`config.mk`:
```
export PLATFORM = sky130hd
export DESIGN_NAME = http_chunked_body_decoder_top
export DESIGN_NICKNAME = d
export VERILOG_FILES = /design/src/hw/rtl/chbd_pkg.sv /design/src/hw/rtl/chbd_step.sv /design/src/hw/rtl/http_chunked_body_decoder_top.sv
export SDC_FILE = /design/constraint.sdc
export NUM_CORES = 1
export LEC_CHECK = 0
export BUFFER_PORTS_ARGS = -buffer_cell sky130_fd_sc_hd__clkbuf_2
export CAP_MARGIN = 0
export CORE_ASPECT_RATIO = 1.4
export CORE_MARGIN = 2
export CORE_UTILIZATION = 39
export DETAILED_ROUTE_END_ITERATION = 10
export HOLD_SLACK_MARGIN = 0.02
export SYNTH_ARGS = -nofsm -noshare
export SYNTH_HDL_FRONTEND = slang
export SYNTH_HIERARCHICAL = 1
export SYNTH_SLANG_ARGS = --single-unit
export TNS_END_PERCENT = 100
```
`constraint.sdc`:
```
create_clock -name i_clk -period 9.7 [get_ports i_clk]
set_input_delay 1.94 -clock i_clk [delete_from_list [all_inputs] [get_ports i_clk]]
set_output_delay 1.94 -clock i_clk [all_outputs]
set_load 0.01 [all_outputs]
```
`src/hw/rtl/chbd_pkg.sv`:
```
// chbd_pkg: shared types, constants and byte classifiers for the chunked body decoder
// no dependencies; used by chbd_step and http_chunked_body_decoder_top
`default_nettype none

package chbd_pkg;

    localparam int SIZE_BITS  = 32;
    localparam int TOTAL_BITS = 33;
    localparam int MAX_BITS   = 32;
    localparam int SUM_BITS   = ((SIZE_BITS > TOTAL_BITS) ? SIZE_BITS : TOTAL_BITS) + 1;

    localparam logic [MAX_BITS-1:0] MAX_BODY_RESET = MAX_BITS'(1048576);

    localparam logic [7:0] CHAR_CR = 8'h0D;
    localparam logic [7:0] CHAR_LF = 8'h0A;

    typedef enum logic [7:0] {
        PH_START   = 8'b0000_0001,
        PH_DIGITS  = 8'b0000_0010,
        PH_EXT     = 8'b0000_0100,
        PH_LINE_LF = 8'b0000_1000,
        PH_DATA    = 8'b0001_0000,
        PH_DATA_CR = 8'b0010_0000,
        PH_DATA_LF = 8'b0100_0000,
        PH_DONE    = 8'b1000_0000
    } t_phase;

    typedef enum logic [1:0] {
        KIND_BYTE     = 2'd0,
        KIND_COMPLETE = 2'd1,
        KIND_BAD      = 2'd2,
        KIND_LARGE    = 2'd3
    } t_kind;

    typedef struct packed {
        logic       valid;
        logic [7:0] out_byte;
        t_kind      kind;
    } t_result;

    function automatic logic is_hex(input logic [7:0] c);
        return (c inside {[8'h30:8'h39], [8'h41:8'h46], [8'h61:8'h66]});
    endfunction

    function automatic logic [3:0] hex_value(input logic [7:0] c);
        logic [7:0] v;
        if (c inside {[8'h30:8'h39]}) begin
            v = c - 8'h30;
        end else if (c inside {[8'h41:8'h46]}) begin
            v = c - 8'h37;
        end else begin
            v = c - 8'h57;
        end
        return v[3:0];
    endfunction

    // space, tab, lf, vt, ff
    function automatic logic is_skip_space(input logic [7:0] c);
        return (c inside {8'h20, 8'h09, 8'h0A, 8'h0B, 8'h0C});
    endfunction

endpackage

`default_nettype wire

```
`src/hw/rtl/chbd_step.sv`:
```
// chbd_step: next-state and result logic for one body byte
// depends on chbd_pkg
`default_nettype none

module chbd_step (
    input  wire logic [7:0]                     i_byte,
    input  wire chbd_pkg::t_phase               i_phase,
    input  wire logic [chbd_pkg::SIZE_BITS-1:0]  i_chunk,
    input  wire logic [chbd_pkg::TOTAL_BITS-1:0] i_total,
    input  wire logic [chbd_pkg::MAX_BITS-1:0]   i_max,
    output chbd_pkg::t_phase                    o_phase,
    output logic [chbd_pkg::SIZE_BITS-1:0]       o_chunk,
    output logic [chbd_pkg::TOTAL_BITS-1:0]      o_total,
    output chbd_pkg::t_result                   o_result
);

    logic                             w_hex;
    logic [chbd_pkg::SUM_BITS-1:0]    w_sum;
    logic [chbd_pkg::SIZE_BITS-1:0]   w_dec;

    assign w_hex = chbd_pkg::is_hex(i_byte);
    assign w_sum = chbd_pkg::SUM_BITS'(i_total) + chbd_pkg::SUM_BITS'(i_chunk);
    assign w_dec = i_chunk - chbd_pkg::SIZE_BITS'(1);

    always_comb begin
        o_phase  = i_phase;
        o_chunk  = i_chunk;
        o_total  = i_total;
        o_result = '{valid: 1'b0, out_byte: 8'h00, kind: chbd_pkg::KIND_BYTE};

        case (i_phase)
            chbd_pkg::PH_START, chbd_pkg::PH_DIGITS: begin
                if (w_hex) begin
                    // top nibble in use: one more digit would overflow
                    if (i_chunk[chbd_pkg::SIZE_BITS-1 -: 4] != 4'h0) begin
                        o_result = '{valid: 1'b1, out_byte: 8'h00,
                                     kind: chbd_pkg::KIND_LARGE};
                        o_phase  = chbd_pkg::PH_DONE;
                    end else begin
                        o_chunk = {i_chunk[chbd_pkg::SIZE_BITS-5:0],
                                   chbd_pkg::hex_value(i_byte)};
                        o_phase = chbd_pkg::PH_DIGITS;
                    end
                end else if (i_byte == chbd_pkg::CHAR_CR) begin
                    o_phase = chbd_pkg::PH_LINE_LF;
                end else if (i_phase == chbd_pkg::PH_START
                             && chbd_pkg::is_skip_space(i_byte)) begin
                    o_phase = chbd_pkg::PH_START;
                end else begin
                    o_phase = chbd_pkg::PH_EXT;
                end
            end
            chbd_pkg::PH_EXT: begin
                if (i_byte == chbd_pkg::CHAR_CR) begin
                    o_phase = chbd_pkg::PH_LINE_LF;
                end
            end
            chbd_pkg::PH_LINE_LF: begin
                if (i_byte == chbd_pkg::CHAR_LF) begin
                    if (i_chunk == '0) begin
                        o_result = '{valid: 1'b1, out_byte: 8'h00,
                                     kind: chbd_pkg::KIND_COMPLETE};
                        o_phase  = chbd_pkg::PH_DONE;
                    end else if (w_sum > chbd_pkg::SUM_BITS'(i_max)) begin
                        // also covers a total already above a lowered limit
                        o_result = '{valid: 1'b1, out_byte: 8'h00,
                                     kind: chbd_pkg::KIND_LARGE};
                        o_phase  = chbd_pkg::PH_DONE;
                    end else begin
                        o_total = w_sum[chbd_pkg::TOTAL_BITS-1:0];
                        o_phase = chbd_pkg::PH_DATA;
                    end
                end else if (i_byte != chbd_pkg::CHAR_CR) begin
                    o_phase = chbd_pkg::PH_EXT;
                end
            end
            chbd_pkg::PH_DATA: begin
                o_chunk  = w_dec;
                o_result = '{valid: 1'b1, out_byte: i_byte, kind: chbd_pkg::KIND_BYTE};
                if (w_dec == '0) begin
                    o_phase = chbd_pkg::PH_DATA_CR;
                end
            end
            chbd_pkg::PH_DATA_CR: begin
                if (i_byte != chbd_pkg::CHAR_CR) begin
                    o_result = '{valid: 1'b1, out_byte: 8'h00, kind: chbd_pkg::KIND_BAD};
                    o_phase  = chbd_pkg::PH_DONE;
                end else begin
                    o_phase = chbd_pkg::PH_DATA_LF;
                end
            end
            chbd_pkg::PH_DATA_LF: begin
                if (i_byte != chbd_pkg::CHAR_LF) begin
                    o_result = '{valid: 1'b1, out_byte: 8'h00, kind: chbd_pkg::KIND_BAD};
                    o_phase  = chbd_pkg::PH_DONE;
                end else begin
                    o_phase = chbd_pkg::PH_START;
                    o_chunk = '0;
                end
            end
            default: begin
                // finished: bytes are swallowed
            end
        endcase
    end

endmodule

`default_nettype wire

```
`src/hw/rtl/http_chunked_body_decoder_top.sv`:
```
// http_chunked_body_decoder_top: input register, decode state and result register
// depends on chbd_pkg and chbd_step
//
// Usage: body bytes enter on i_valid / i_data_byte, with o_stall pushing back.
// Each request yields zero or one result on o_valid / o_out_byte / o_kind,
// held until a cycle with i_stall low. Kind 0 carries a payload byte; kinds
// 1 (complete), 2 (bad framing) and 3 (too large) end the body, after which
// all further bytes are taken and dropped until reset.
// A taken byte is held in the input register, then decoded into the result
// register. Throughput: one byte per cycle unless stalled; the decode of a byte
// is a single pass through the step logic, with one 34-bit add and compare for
// the size limit. A stalled result register holds the pending byte in the input
// register, and o_stall rises only when both registers are occupied. Reset
// (i_rst_n low, synchronous) empties both registers, returns the decoder to the
// start of a size line with zero totals and sets the size limit to 1048576. The
// limit is written through i_cfg_wr_en / i_cfg_wr_data; the user must do so
// only while idle, as the block does not enforce this.
`default_nettype none

module http_chunked_body_decoder_top (
    input  wire logic        i_clk,
    input  wire logic        i_rst_n,
    input  wire logic        i_cfg_wr_en,
    input  wire logic [31:0] i_cfg_wr_data,
    input  wire logic        i_valid,
    output logic             o_stall,
    input  wire logic [7:0]  i_data_byte,
    output logic             o_valid,
    input  wire logic        i_stall,
    output logic [7:0]       o_out_byte,
    output logic [1:0]       o_kind
);

    logic                              r_in_valid;
    logic [7:0]                        r_in_byte;
    chbd_pkg::t_phase                  r_phase;
    logic [chbd_pkg::SIZE_BITS-1:0]    r_chunk;
    logic [chbd_pkg::TOTAL_BITS-1:0]   r_total;
    logic [chbd_pkg::MAX_BITS-1:0]     r_max;
    logic                              r_out_valid;
    logic [7:0]                        r_out_byte;
    chbd_pkg::t_kind                   r_out_kind;

    chbd_pkg::t_phase                  n_phase;
    logic [chbd_pkg::SIZE_BITS-1:0]    n_chunk;
    logic [chbd_pkg::TOTAL_BITS-1:0]   n_total;
    chbd_pkg::t_result                 w_result;

    logic w_go;
    logic w_take;

    // decode advances whenever the result register is free or draining
    assign w_go   = r_in_valid && (!r_out_valid || !i_stall);
    assign w_take = i_valid && !o_stall;

    assign o_stall    = r_in_valid && !w_go;
    assign o_valid    = r_out_valid;
    assign o_out_byte = r_out_byte;
    assign o_kind     = r_out_kind;

    chbd_step u_step (
        .i_byte   (r_in_byte),
        .i_phase  (r_phase),
        .i_chunk  (r_chunk),
        .i_total  (r_total),
        .i_max    (r_max),
        .o_phase  (n_phase),
        .o_chunk  (n_chunk),
        .o_total  (n_total),
        .o_result (w_result)
    );

    always_ff @(posedge i_clk) begin
        if (!i_rst_n) begin
            r_in_valid  <= 1'b0;
            r_phase     <= chbd_pkg::PH_START;
            r_chunk     <= '0;
            r_total     <= '0;
            r_max       <= chbd_pkg::MAX_BODY_RESET;
            r_out_valid <= 1'b0;
        end else begin
            if (i_cfg_wr_en) begin
                r_max <= i_cfg_wr_data;
            end
            if (w_take) begin
                r_in_valid <= 1'b1;
            end else if (w_go) begin
                r_in_valid <= 1'b0;
            end
            if (w_go) begin
                r_phase     <= n_phase;
                r_chunk     <= n_chunk;
                r_total     <= n_total;
                r_out_valid <= w_result.valid;
            end else if (!i_stall) begin
                r_out_valid <= 1'b0;
            end
        end
    end

    always_ff @(posedge i_clk) begin
        if (w_take) begin
            r_in_byte <= i_data_byte;
        end
        if (w_go) begin
            r_out_byte <= w_result.out_byte;
            r_out_kind <= w_result.kind;
        end
    end

endmodule

`default_nettype wire
```
; Yosys cells after proc, flatten, opt, wreduce, memory -nomap -nowiden
; Index checks and enable logic that the tools add are counted.
[op_classes]
n_bitwise = 2
eq_ne = 22
n_mul = 0
n_reduce_logical = 24
n_addsub = 5
n_div = 0
n_shift = 0
mux = 31
order_cmp = 7
[op_table]
columns = op, n
row1 = 2-to-1 mux 32 bit, 3
row2 = case mux 32 bit (3 select lines), 1
row3 = 2-to-1 mux 8 bit, 11
row4 = 2-to-1 mux 11 bit, 7
row5 = logical NOT 32 bit, 2
row6 = case mux 11 bit (5 select lines), 1
row7 = == test 8 x 4 -> 1 bit (second input constant), 6
row8 = case mux 8 bit (6 select lines), 1
row9 = adder 33 x 32 -> 34 bit, 1
row10 = greater-than comparator 34 x 32 -> 1 bit, 1
row11 = subtractor 32 x 1 -> 32 bit (second input constant), 1
row12 = == test 8 x 6 -> 1 bit (second input constant), 2
row13 = >= comparator 8 x 7 -> 1 bit (second input constant), 2
row14 = <= comparator 8 x 7 -> 1 bit (second input constant), 2
row15 = inequality test 8 x 4 -> 1 bit (second input constant), 2
row16 = AND reduction 5 bit, 3
row17 = == test 8 x 1 -> 1 bit (second input constant), 1
row18 = == test 8 x 2 -> 1 bit (second input constant), 1
row19 = == test 8 x 3 -> 1 bit (second input constant), 1
row20 = == test 8 x 5 -> 1 bit (second input constant), 1
row21 = == test 8 x 7 -> 1 bit (second input constant), 1
row22 = >= comparator 8 x 6 -> 1 bit (second input constant), 1
row23 = <= comparator 8 x 6 -> 1 bit (second input constant), 1
row24 = 2-to-1 mux 4 bit, 2
row25 = other kinds (17), 36
[totals]
latch_bits = 0
mem_bits_rw = 0
input_bits = 45
mem_count = 0
rom_bits = 0
regBits = 125
wordCells = 100

; Depth between registers and ports, before layout
; Gate-level depths: netlist of run 1.
[logic_depth]
word_depth = 8
ltp_mapped = 23
depth_no_buf = 21

; Hierarchy
; Netlist of run 1, hierarchy kept.
[modules_own_cells]
columns = mod, instances, cells_each, area_each_um2, seq_area_each_um2
row1 = chbd_step, 1, 794, 5298.8, 0.0
row2 = http_chunked_body_decoder_top, 1, 446, 4790.8, 2682.6

; Worst setup path before layout of run 1
; Ideal clock, no wire load.
[synth_path]
kind = reg2reg
from = reg r_chunk[10] (netlist bit)
to = reg r_total[10] (netlist bit)
synth_period_minus_slack_ns = 4.709
path_buffers = 2
arrival_ns = 4.591
setup_time_ns = 0.118
stages_incl_launch_ff = 22
setup_slack_ns = 4.991
cell_sequence = dfxtp_1 -> ha_1 -> and3_1 -> a221oi_1 -> a211oi_1 -> or3b_2 -> nor3b_1 -> nor4_1 -> nor2_1 -> ha_1 -> a211oi_1 -> o21ai_0 -> nor2_1 -> nand4_1 -> o211ai_1 -> nand3_1 -> or3_1 -> buf_6 -> buf_8 -> mux2_4 -> nand2_1 -> mux2i_1
[synth_between]
elab_chain_len = 4
word_cells_on_any_way = 6
classes_between = 1 x add/sub / 1 x order compare / 2 x bitwise / 2 x reduce/logical
[synth_rtl]
columns = item, line
row1 = from (decl), http_chunked_body_decoder_top.sv:37  ; logic [chbd_pkg::SIZE_BITS-1:0] r_chunk;
row2 = from (signal assigned), http_chunked_body_decoder_top.sv:92  ; r_chunk <= n_chunk;
row3 = adder 33 x 32 -> 34 bit, chbd_step.sv:22  ; assign w_sum = chbd_pkg::SUM_BITS'(i_total) + chbd_pkg::SUM_BITS'(i_chunk);
row4 = greater-than comparator 34 x 32 -> 1 bit, chbd_step.sv:64  ; end else if (w_sum > chbd_pkg::SUM_BITS'(i_max)) begin
row5 = NOT 1 bit (no line), n/a
row6 = AND reduction 5 bit (no line), n/a
row7 = to (signal assigned), http_chunked_body_decoder_top.sv:93  ; r_total <= n_total;
row8 = to (decl), http_chunked_body_decoder_top.sv:38  ; logic [chbd_pkg::TOTAL_BITS-1:0] r_total;
; Several ways; a longest one is shown, not always the timed one.
; A chain may end at the register's enable or synchronous reset.

; Final worst setup path of run 1
[layout_path]
from = reg r_chunk[9] (netlist bit)
to = reg r_total[7] (netlist bit)
[layout_between]
elab_chain_len = 4
word_cells_on_any_way = 6
classes_between = 1 x add/sub / 1 x order compare / 2 x bitwise / 2 x reduce/logical
[layout_rtl]
columns = item, line
row1 = adder 33 x 32 -> 34 bit, chbd_step.sv:22
row2 = greater-than comparator 34 x 32 -> 1 bit, chbd_step.sv:64
row3 = NOT 1 bit (no line), n/a
row4 = AND reduction 5 bit (no line) (*), n/a
; Every way passes the cells marked *; elsewhere a longest branch is shown, timed or not.

==> results.md, run 1 <==
Floorplan:
- In this run the vertical extent of the chip is 194 um.
- The floorplan has 69 rows.
- The floorplan step defined a die boundary enclosing 27200 um2.
- The total area inside the core boundary comes to 25400 um2.
- The width of the die is 140 um.
- For this configuration, the core starts out at a cell density of 0.398.
- The number of ports placed on the die boundary is 57.

Clock network:
- The CTS tree is built.
- The clock net in this run drives a total of 125 sinks.
- The post-cts resize count is 0.
- TritonCTS created 17 clock buffers.
- The clock passes through at most 2 buffers.
- The number of setup buffers added after CTS is 0.
- In this run, post-CTS hold repair placed 0 buffers.
- The root buffer cell is clkbuf_16.
- At the later pin of the worst-skew pair, clock insertion delay measures 0.44 ns.
- After clock tree synthesis, the clock-pin slew on the worst setup and hold paths is 0.06 ns.
- The H-tree was split into 4 levels.

Timing:
- The relative slew slack is 0.254.
- The worst setup margin is 3.37 ns.
- The clock skew after layout is 0.0135 ns.
- The total count of max-transition violations in the final report was 0.
- In the finished design, the share of the clock period the worst path needs comes to 0.653.
- The setup TNS is 0 ns.
- The final setup violation count is 0.
- For the pin with the worst max-slew slack, the measured transition is 1.12 ns.
- Subtracting the final worst setup slack from the clock period gives 6.33 ns.
- Setup repair after global routing left no endpoint under its margin.
- The peak clock frequency supported by timing is 158 MHz.
- The number of hold violations in the final report is 0.

Synth:
- Of the synthesized area, sequential elements account for 0.266.
- The post-synthesis share of cell area spent on full adders, half adders and majority gates is 0.0900.
- For this run, the number of Yosys warnings is 6.
- Of the total synthesized cell area, the portion taken by XOR and XNOR cells is 0.0365.
- A synthesized cell averages 8.14 um2.
- In the synthesized netlist the dominant register cell turns out to be dfxtp_1.
- The share of the synthesized area in compound gates (AO/OA/AOI/OAI) is 0.159.
- Synthesis produced a netlist with a net count of 1357.
- The main combinational cell family by area after synthesis is simple AND/OR/NAND/NOR gates.
- The netlist uses 79 different library cells.
- Counting flops with an async set or reset pin after synthesis yields a share of 0.
- The synthesized netlist occupies a cell area of 10100 um2.
- The synthesized design contains 18 enable-type register cells.
- Yosys attributes the largest share of cell area to dfxtp_1 (21%), mux2i_1 (11%), ha_1 (8.8%).
- The portion of synthesized area spent on multiplexers is 0.149.
- Summed over all instances, the cell type with the most area after synthesis is dfxtp_1.
- Of the total synthesized cell area, the portion taken by AND, OR, NAND and NOR gates is 0.237.
- The register bit total from synthesis is 125.
- The top-area cell type share of the netlist area is 0.212.
- Counting every instance in the synthesized netlist gives 1240.

Worst setup path:
- The kind of critical path is reg2reg.
- The required time of the critical path is 9.99 ns.
- The number of buffer and inverter instances along the worst setup path is 0.
- The startpoint identified for the worst register-to-register timing path is r_chunk[9].
- The cell count along the critical path is 19.
- The endpoint class of the critical path is a flop.
- In this run the critical register-to-register path is captured at r_total[7].
- The signal on the critical path passes through ha_1, and3_1, a221oi_1, a211oi_1, or3b_2, nor3b_1, nor4_1, nor2_1, ha_1, a211oi_1, o21ai_0, nor2_1, nand4_1, o211ai_1, nand3_1, or3_2, mux2_4, nand2_1, mux2i_1.
- The top fanout value on the critical path is 33.
- The count of cells along the worst register-to-register path is 19.
- The kind of cell with the highest combined delay along the critical path is simple AND/OR/NAND/NOR gates.
- The endpoint of the most critical setup path is r_total[7].
- Data arrives at the worst endpoint at 6.62 ns.
- On the critical path, the stage with the largest delay is an instance of or3_2.
- The setup slack of the most critical reg-to-reg path is 3.37 ns.
- The critical path startpoint category is a flop.
- The timing startpoint of the critical path is r_chunk[9].
- The highest cell delay on the worst timing path is 0.96 ns.

Layout:
- The antenna cell count is 0.
- The post-synthesis to final-layout area growth is 9.51%.
- Measured on the finished design, the core utilization comes to 0.435.
- The net total in the final layout is 1377.
- Leaving out fill and tap cells, the most frequent cell in the layout is nand2_1.
- In the final layout, the share of cells above drive strength 1 is 0.114.
- In the layout the commonest cells are nand2_1 (224), dfxtp_1 (107), mux2i_1 (106), a21oi_1 (74), o21ai_0 (72).

GRT:
- The largest net degree at the start of global routing is 106.
- The first global-routing pass estimated 43.5 mm of wire.
- The total grt overflow is 0.
- The via count of the first global-routing pass is 8567.
- The total global routing track utilization is 0.197.
- The initial antenna violation count is 0.

Routing:
- The final antenna-violating net count is 0.
- The final wirelength is 26.9 mm.
- The post-detailed-route DRC marker count is 0.
- The first detailed-routing pass ran for 5 iterations.
- Dividing the detail-routed via count by the number of cells gives 5.63.
- Dividing the detail-routed wire length by the instance count gives 16.9 um.
- The initial DRC count is 562.
- The detailed router placed 8963 vias in this run.

Power and ir drop:
- The highest ir drop seen on vdd is 135 uV.
- For this design the ratio of total power to cell area is 125 nW/um2.
- The static leakage is 4.63 nW.

Outcome:
- The flow ran to the end, and the final reports show no timing, DRC or antenna violations.

Min path:
- The min-delay analysis places its worst path in the category reg2reg.
- The number of cells traversed by the worst hold path is 2.

Flow run:
- The max-capacitance violation count is 0.

Place:
- The congestion estimate from routability-driven global placement came to 0.928.
- The count of input and output buffers is 56.
- The worst setup slack after placement is 3.43 ns.
- Detailed placement finished with a half-perimeter wire length of 19.5 mm.
-- cells in the mapped netlist, types with 3 or more instances --
master	number
clkbuf_1	25
edfxtp_1	18
inv_1	55
a21o_1	12
nand3b_1	4
or4_1	3
o211ai_1	10
o21a_1	9
o31ai_1	3
nand4_1	24
buf_4	6
or3_1	8
mux2_2	3
a21oi_1	74
o21ai_0	72
ha_1	71
nand3_1	24
a221o_1	5
nor2_1	70
xnor2_1	30
nor4_1	14
a31oi_1	8
and2_1	14
o31a_1	5
buf_6	3
mux2_4	27
nor4_2	3
a22oi_1	10
or4b_2	3
nand2_1	224
nor3_1	29
buf_12	6
mux2i_1	106
buf_2	18
nand2b_1	5
nor2b_1	46
o311ai_0	6
a211oi_1	6
and3_1	9
dfxtp_1	107
nor3b_1	6
xor2_1	12
-- layer usage --
| metal | global-route usage | wire length [um] | vias up |
|---|---|---|---|
| met4 | 0.0933 | 932 | 0 |
| met1 | 0.227 | 11300 | 4166 |
| met2 | 0.352 | 13600 | 257 |
| met3 | 0.0335 | 1080 | 71 |
| li1 | - | - | 4469 |
| met5 | 0 | 0 | - |
-- stage by stage --
step	power, mW	std cells	area [um2]	hold slack [ns]
global placement	0.704	1560	10400	0.461
finish	1.38	1592	11000	0.480
floorplan	0.669	1240	10100	0.442
CTS	1.39	1592	11000	0.479
global route	1.43	1592	11000	0.499
detailed placement	0.705	1560	10400	0.466
-- state kept, by name, summed over array words and instances (netlist names) --
| signal | cells |
|---|---|
| o_kind | 2 |
| r_in_valid | 1 |
| r_phase | 8 |
| r_chunk | 32 |
| o_out_byte | 8 |
| r_in_byte | 8 |
| o_valid | 1 |
| r_max | 32 |
| r_total | 33 |
-- worst reg2reg max path, stage by stage, from the launching register on --
cell and delay, ns:
dfxtp_1 0.56, ha_1 0.37, and3_1 0.21, a221oi_1 0.55, a211oi_1 0.20, or3b_2 0.58, nor3b_1 0.19, nor4_1 0.40
nor2_1 0.14, ha_1 0.35, a211oi_1 0.24, o21ai_0 0.14, nor2_1 0.12, nand4_1 0.09, o211ai_1 0.25, nand3_1 0.20
or3_2 0.96, mux2_4 0.49, nand2_1 0.06, mux2i_1 0.08
-- cell families after synthesis --
family,Yosys count
and+or+nand+nor,498
AOI/OAI and AO/OA,250
muxes,136
DFF,125
buffers and inverters,117
adders and majority gates,72
xor gates and xnor gates,42
-- how the worst min path moves through the flow --
stage / from / endpoint / slack (ns)
3_5_place_dp: r_max[20] / r_max[20] / 0.47
4_1_cts: r_total[21] / r_total[21] / 0.48
5_1_grt: r_total[14] / r_total[14] / 0.50
3_3_place_gp: r_total[8] / r_total[8] / 0.46
2_1_floorplan: r_max[20] / r_max[20] / 0.44
6_report: r_total[18] / r_total[18] / 0.48
-- report_power, final --
group / internal (mW) / leakage, nW / switching [mW]
Combinational: 0.0546 / 3.30 / 0.0900
Sequential: 0.539 / 1.05 / 0.0109
Clock: 0.427 / 0.286 / 0.259
Total: 1.02 / 4.63 / 0.360
-- final cells by class --
type / instances / area (um2)
clock inverter: 12 / 161
timing repair buffer: 63 / 335
multi-input combinational: 998 / 6800
fill: 2604 / 14300
clock buffer: 20 / 468
sequential: 125 / 2680
inverter: 55 / 206
tap: 319 / 399
(Power assumes the default switching activity.)
==> inputs of run 2 (changes only) <==
==> constraint.sdc (replaced) <==
create_clock -name i_clk -period 5.2 [get_ports i_clk]
set_input_delay 1.04 -clock i_clk [delete_from_list [all_inputs] [get_ports i_clk]]
set_output_delay 1.04 -clock i_clk [all_outputs]
set_load 0.01 [all_outputs]
==> run 2 against run 1 <==
  * Flip-flop and latch count is the same
  * Fmax grew 28%
  * Sequential share of layout area down 0.98 points
  * Core utilization increased by 1.9 points
  * Worst hold slack lost 0.0060 ns
  * Largest cell class unchanged
  * Via count is 2.5% higher
  * Routed wire length grew 2.2%
  * Global-route usage is 0.36 points higher
==> results.md, run 2 (synthesis gave the netlist of run 1 again) <==
Worst setup path:
- The critical path is of the reg2reg type.
- The timing startpoint of the critical path is r_total[3].
- The required time of the critical path came to 5.48 ns (-4.51 ns).
- The top fanout value on the critical path came to 23 (-30%).
- The critical path startpoint category is a flop.
- The count of cells along the worst register-to-register path is 21 (+2).
- The endpoint class of the critical path is a flop.
- The worst endpoint data arrival time is 5.23 ns (-1.39 ns).
- The startpoint identified for the worst register-to-register timing path is r_total[3].

Clock network:
- The clock network latency to the later pin of the worst-skew pair was 0.43 ns (about the same).
- The post-CTS clock slew at the launch and capture registers of the worst setup and hold paths is 0.06 ns (about the same).
- The root buffer cell is clkbuf_16.
- The post-CTS setup-driven buffer insertion count is 0 (unchanged).
- The deepest level of the CTS H-tree is 4 (unchanged).
- The clock sink count is 125 (unchanged).
- The CTS tree is built.
- The number of buffers inserted by hold repair at cts came to 0 (unchanged).
- The maximum clock path buffer count is 2 (unchanged).
- The clock buffer count from CTS was 17 (unchanged).

Layout:
- The library cell used most frequently in the layout, excluding fill and tap cells, is nand2_1.
- The number of cells in the finished layout apart from fillers is 1634 (+2.6%).
- In the layout the commonest cells are nand2_1 (224), mux2i_1 (106), dfxtp_1 (104), a21oi_1 (74), o21ai_0 (70).
- The post-synthesis to final-layout area growth is 14.3%.
- The largest registers in the layout are r_total x33, r_chunk x32, r_max x32.
- The ratio of cells with drive above 1 in the final layout is 0.154 (+0.0405).
- The largest register by flop count is r_total.
- The number of flip-flops under the largest register name is 33 (unchanged).
- The net total in the final layout came to 1419 (+3.1%).
- The antenna cell count is 0 (unchanged).

Min path:
- In this run the worst hold path is classified as reg2reg.
- The worst min-delay path startpoint is r_total[10].
- The number of cells traversed by the worst hold path came to 2 (unchanged).

Place:
- The worst setup slack after placement is -0.184 ns (-3.62 ns).
- The count of input and output buffers is 56 (unchanged).
- The global placement routability congestion was 0.960 (+3.5%).
- The HPWL after detailed placement is 20.2 mm (+3.5%).
- The placed cell count is 1602 (+2.7%).

Timing:
- The relative slew slack was 0.318 (+0.0645).
- The number of hold violations in the final report is 0 (unchanged).
- The clock skew after layout is 0.00633 ns (-0.00719 ns).
- The worst hold margin is 0.474 ns (-0.00597 ns).
- The final worst-path cycle share is 0.952 (+0.299).
- The transition time at the pin with the least slew margin is 1.02 ns (-0.0967 ns).
- The final setup violation count is 0 (unchanged).
- The peak clock frequency supported by timing is 202 MHz (+28%).
- The final period demand of the worst path is 4.95 ns (-1.38 ns).
- Setup repair after global routing left no endpoint under its margin.
- The worst setup margin is 0.252 ns (-3.12 ns).
- The total count of max-transition violations in the final report is 0 (unchanged).

Floorplan:
- The core box area is 25400 um2 (unchanged).
- The initial core utilization is 0.398 (unchanged).
- The floorplan die area is 27200 um2 (unchanged).
- The die extent in y is 194 um (unchanged).
- The number of ports placed on the die boundary is 57 (unchanged).
- The width of the die is 140 um (unchanged).
- The number of cell rows was 69 (unchanged).

Routing:
- The met3 wire length is 947 um (-12%).
- The final wirelength came to 27.5 mm (+2.2%).
- The number of search-and-repair iterations in the first detailed-routing pass is 5 (unchanged).
- The final antenna-violating net count came to 0 (unchanged).
- The detailed-route vias per instance is 5.62 (-0.16%).
- The highest routing layer actually used is met4.
- The detailed-route wire length on metal 1 is 11.7 mm (+3.8%).
- The wire length on met2 is 13.9 mm (+2.6%).
- The average wire length per cell after detail routing is 16.8 um (-0.47%).
- The post-detailed-route DRC marker count is 0 (unchanged).
- The initial DRC count was 589 (+4.8%).
- The number of vias after detailed routing came to 9185 (+2.5%).

Outcome:
- The run finished with clean final reports.

GRT:
- The largest net degree at the start of global routing is 72 (-32%).
- The global-route wire length before repair is 44.4 mm (+2.1%).
- The total global routing track utilization was 0.201 (+0.00356).
- The via count of the first global-routing pass came to 8845 (+3.2%).
- The initial antenna violation count is 0 (unchanged).
- The total grt overflow is 0 (unchanged).

Power and ir drop:
- The power consumption is 2.60 mW (+89%).
- The highest ir drop seen on vdd came to 226 uV (+68%).
- The power per unit of standard cell area came to 226 nW/um2 (+81%).
- The static leakage is 4.89 nW (+5.7%).

Flow run:
- The max-capacitance violation count came to 0 (unchanged).
## run 2: worst paths after layout
kind	end	slack [ns]
max	r_total[14]	0.25
min reg2reg	r_total[10]	0.47
max reg2reg	r_total[14]	0.25
min	r_total[10]	0.47
## run 2: layer usage
layer | up-vias | GRT usage
met5 | - | 0
met1 | 4349 | 0.235
met3 | 60 | 0.0286
li1 | 4551 | -
met2 | 225 | 0.359
met4 | 0 | 0.0907
## run 2: layout make-up
type	instances	area, um2
clock inverters	14	199
flip-flops and latches	125	2690
multi-input cells	998	6940
inverters	55	206
well taps	319	399
repair buffers	105	667
clock buffers	18	429
fillers	2553	13900
## run 2: timing repair
action / in CTS / in global routing
endpoints found under the setup margin: 32 / 34
resized for setup: 4 / 24
pin swaps: 1 / 9
## run 2: worst max-delay path, stage by stage, from the launching register on
cell      delay (ns)
dfxtp_1         0.38
ha_4            0.23
a21oi_1         0.12
nor2b_1         0.08
o311ai_2        0.38
a211oi_2        0.17
or3b_4          0.44
nor3b_1         0.17
o31a_1          0.33
nor2_2          0.14
ha_1            0.28
a211oi_2        0.24
o21ai_1         0.12
nor2_1          0.12
nand4_1         0.09
o211ai_1        0.29
nand3_1         0.14
or3_4           0.41
buf_12          0.18
mux2_4          0.31
nand2_1         0.06
mux2i_1         0.08
## run 2: stage by stage
step,cell area (um2),setup TNS [ns],util
final,11500,0,0.454
after global routing,11500,0,0.454
after CTS,11400,0,0.449
after detailed placement,10700,-4.36,0.423
after global placement,10700,-4.68,0.423
after floorplan,10100,0,-
## run 2: where the power goes
group	internal [mW]	total, mW	switching [mW]
clock network	0.841	1.30	0.460
registers	1.01	1.03	0.0193
logic	0.104	0.275	0.171
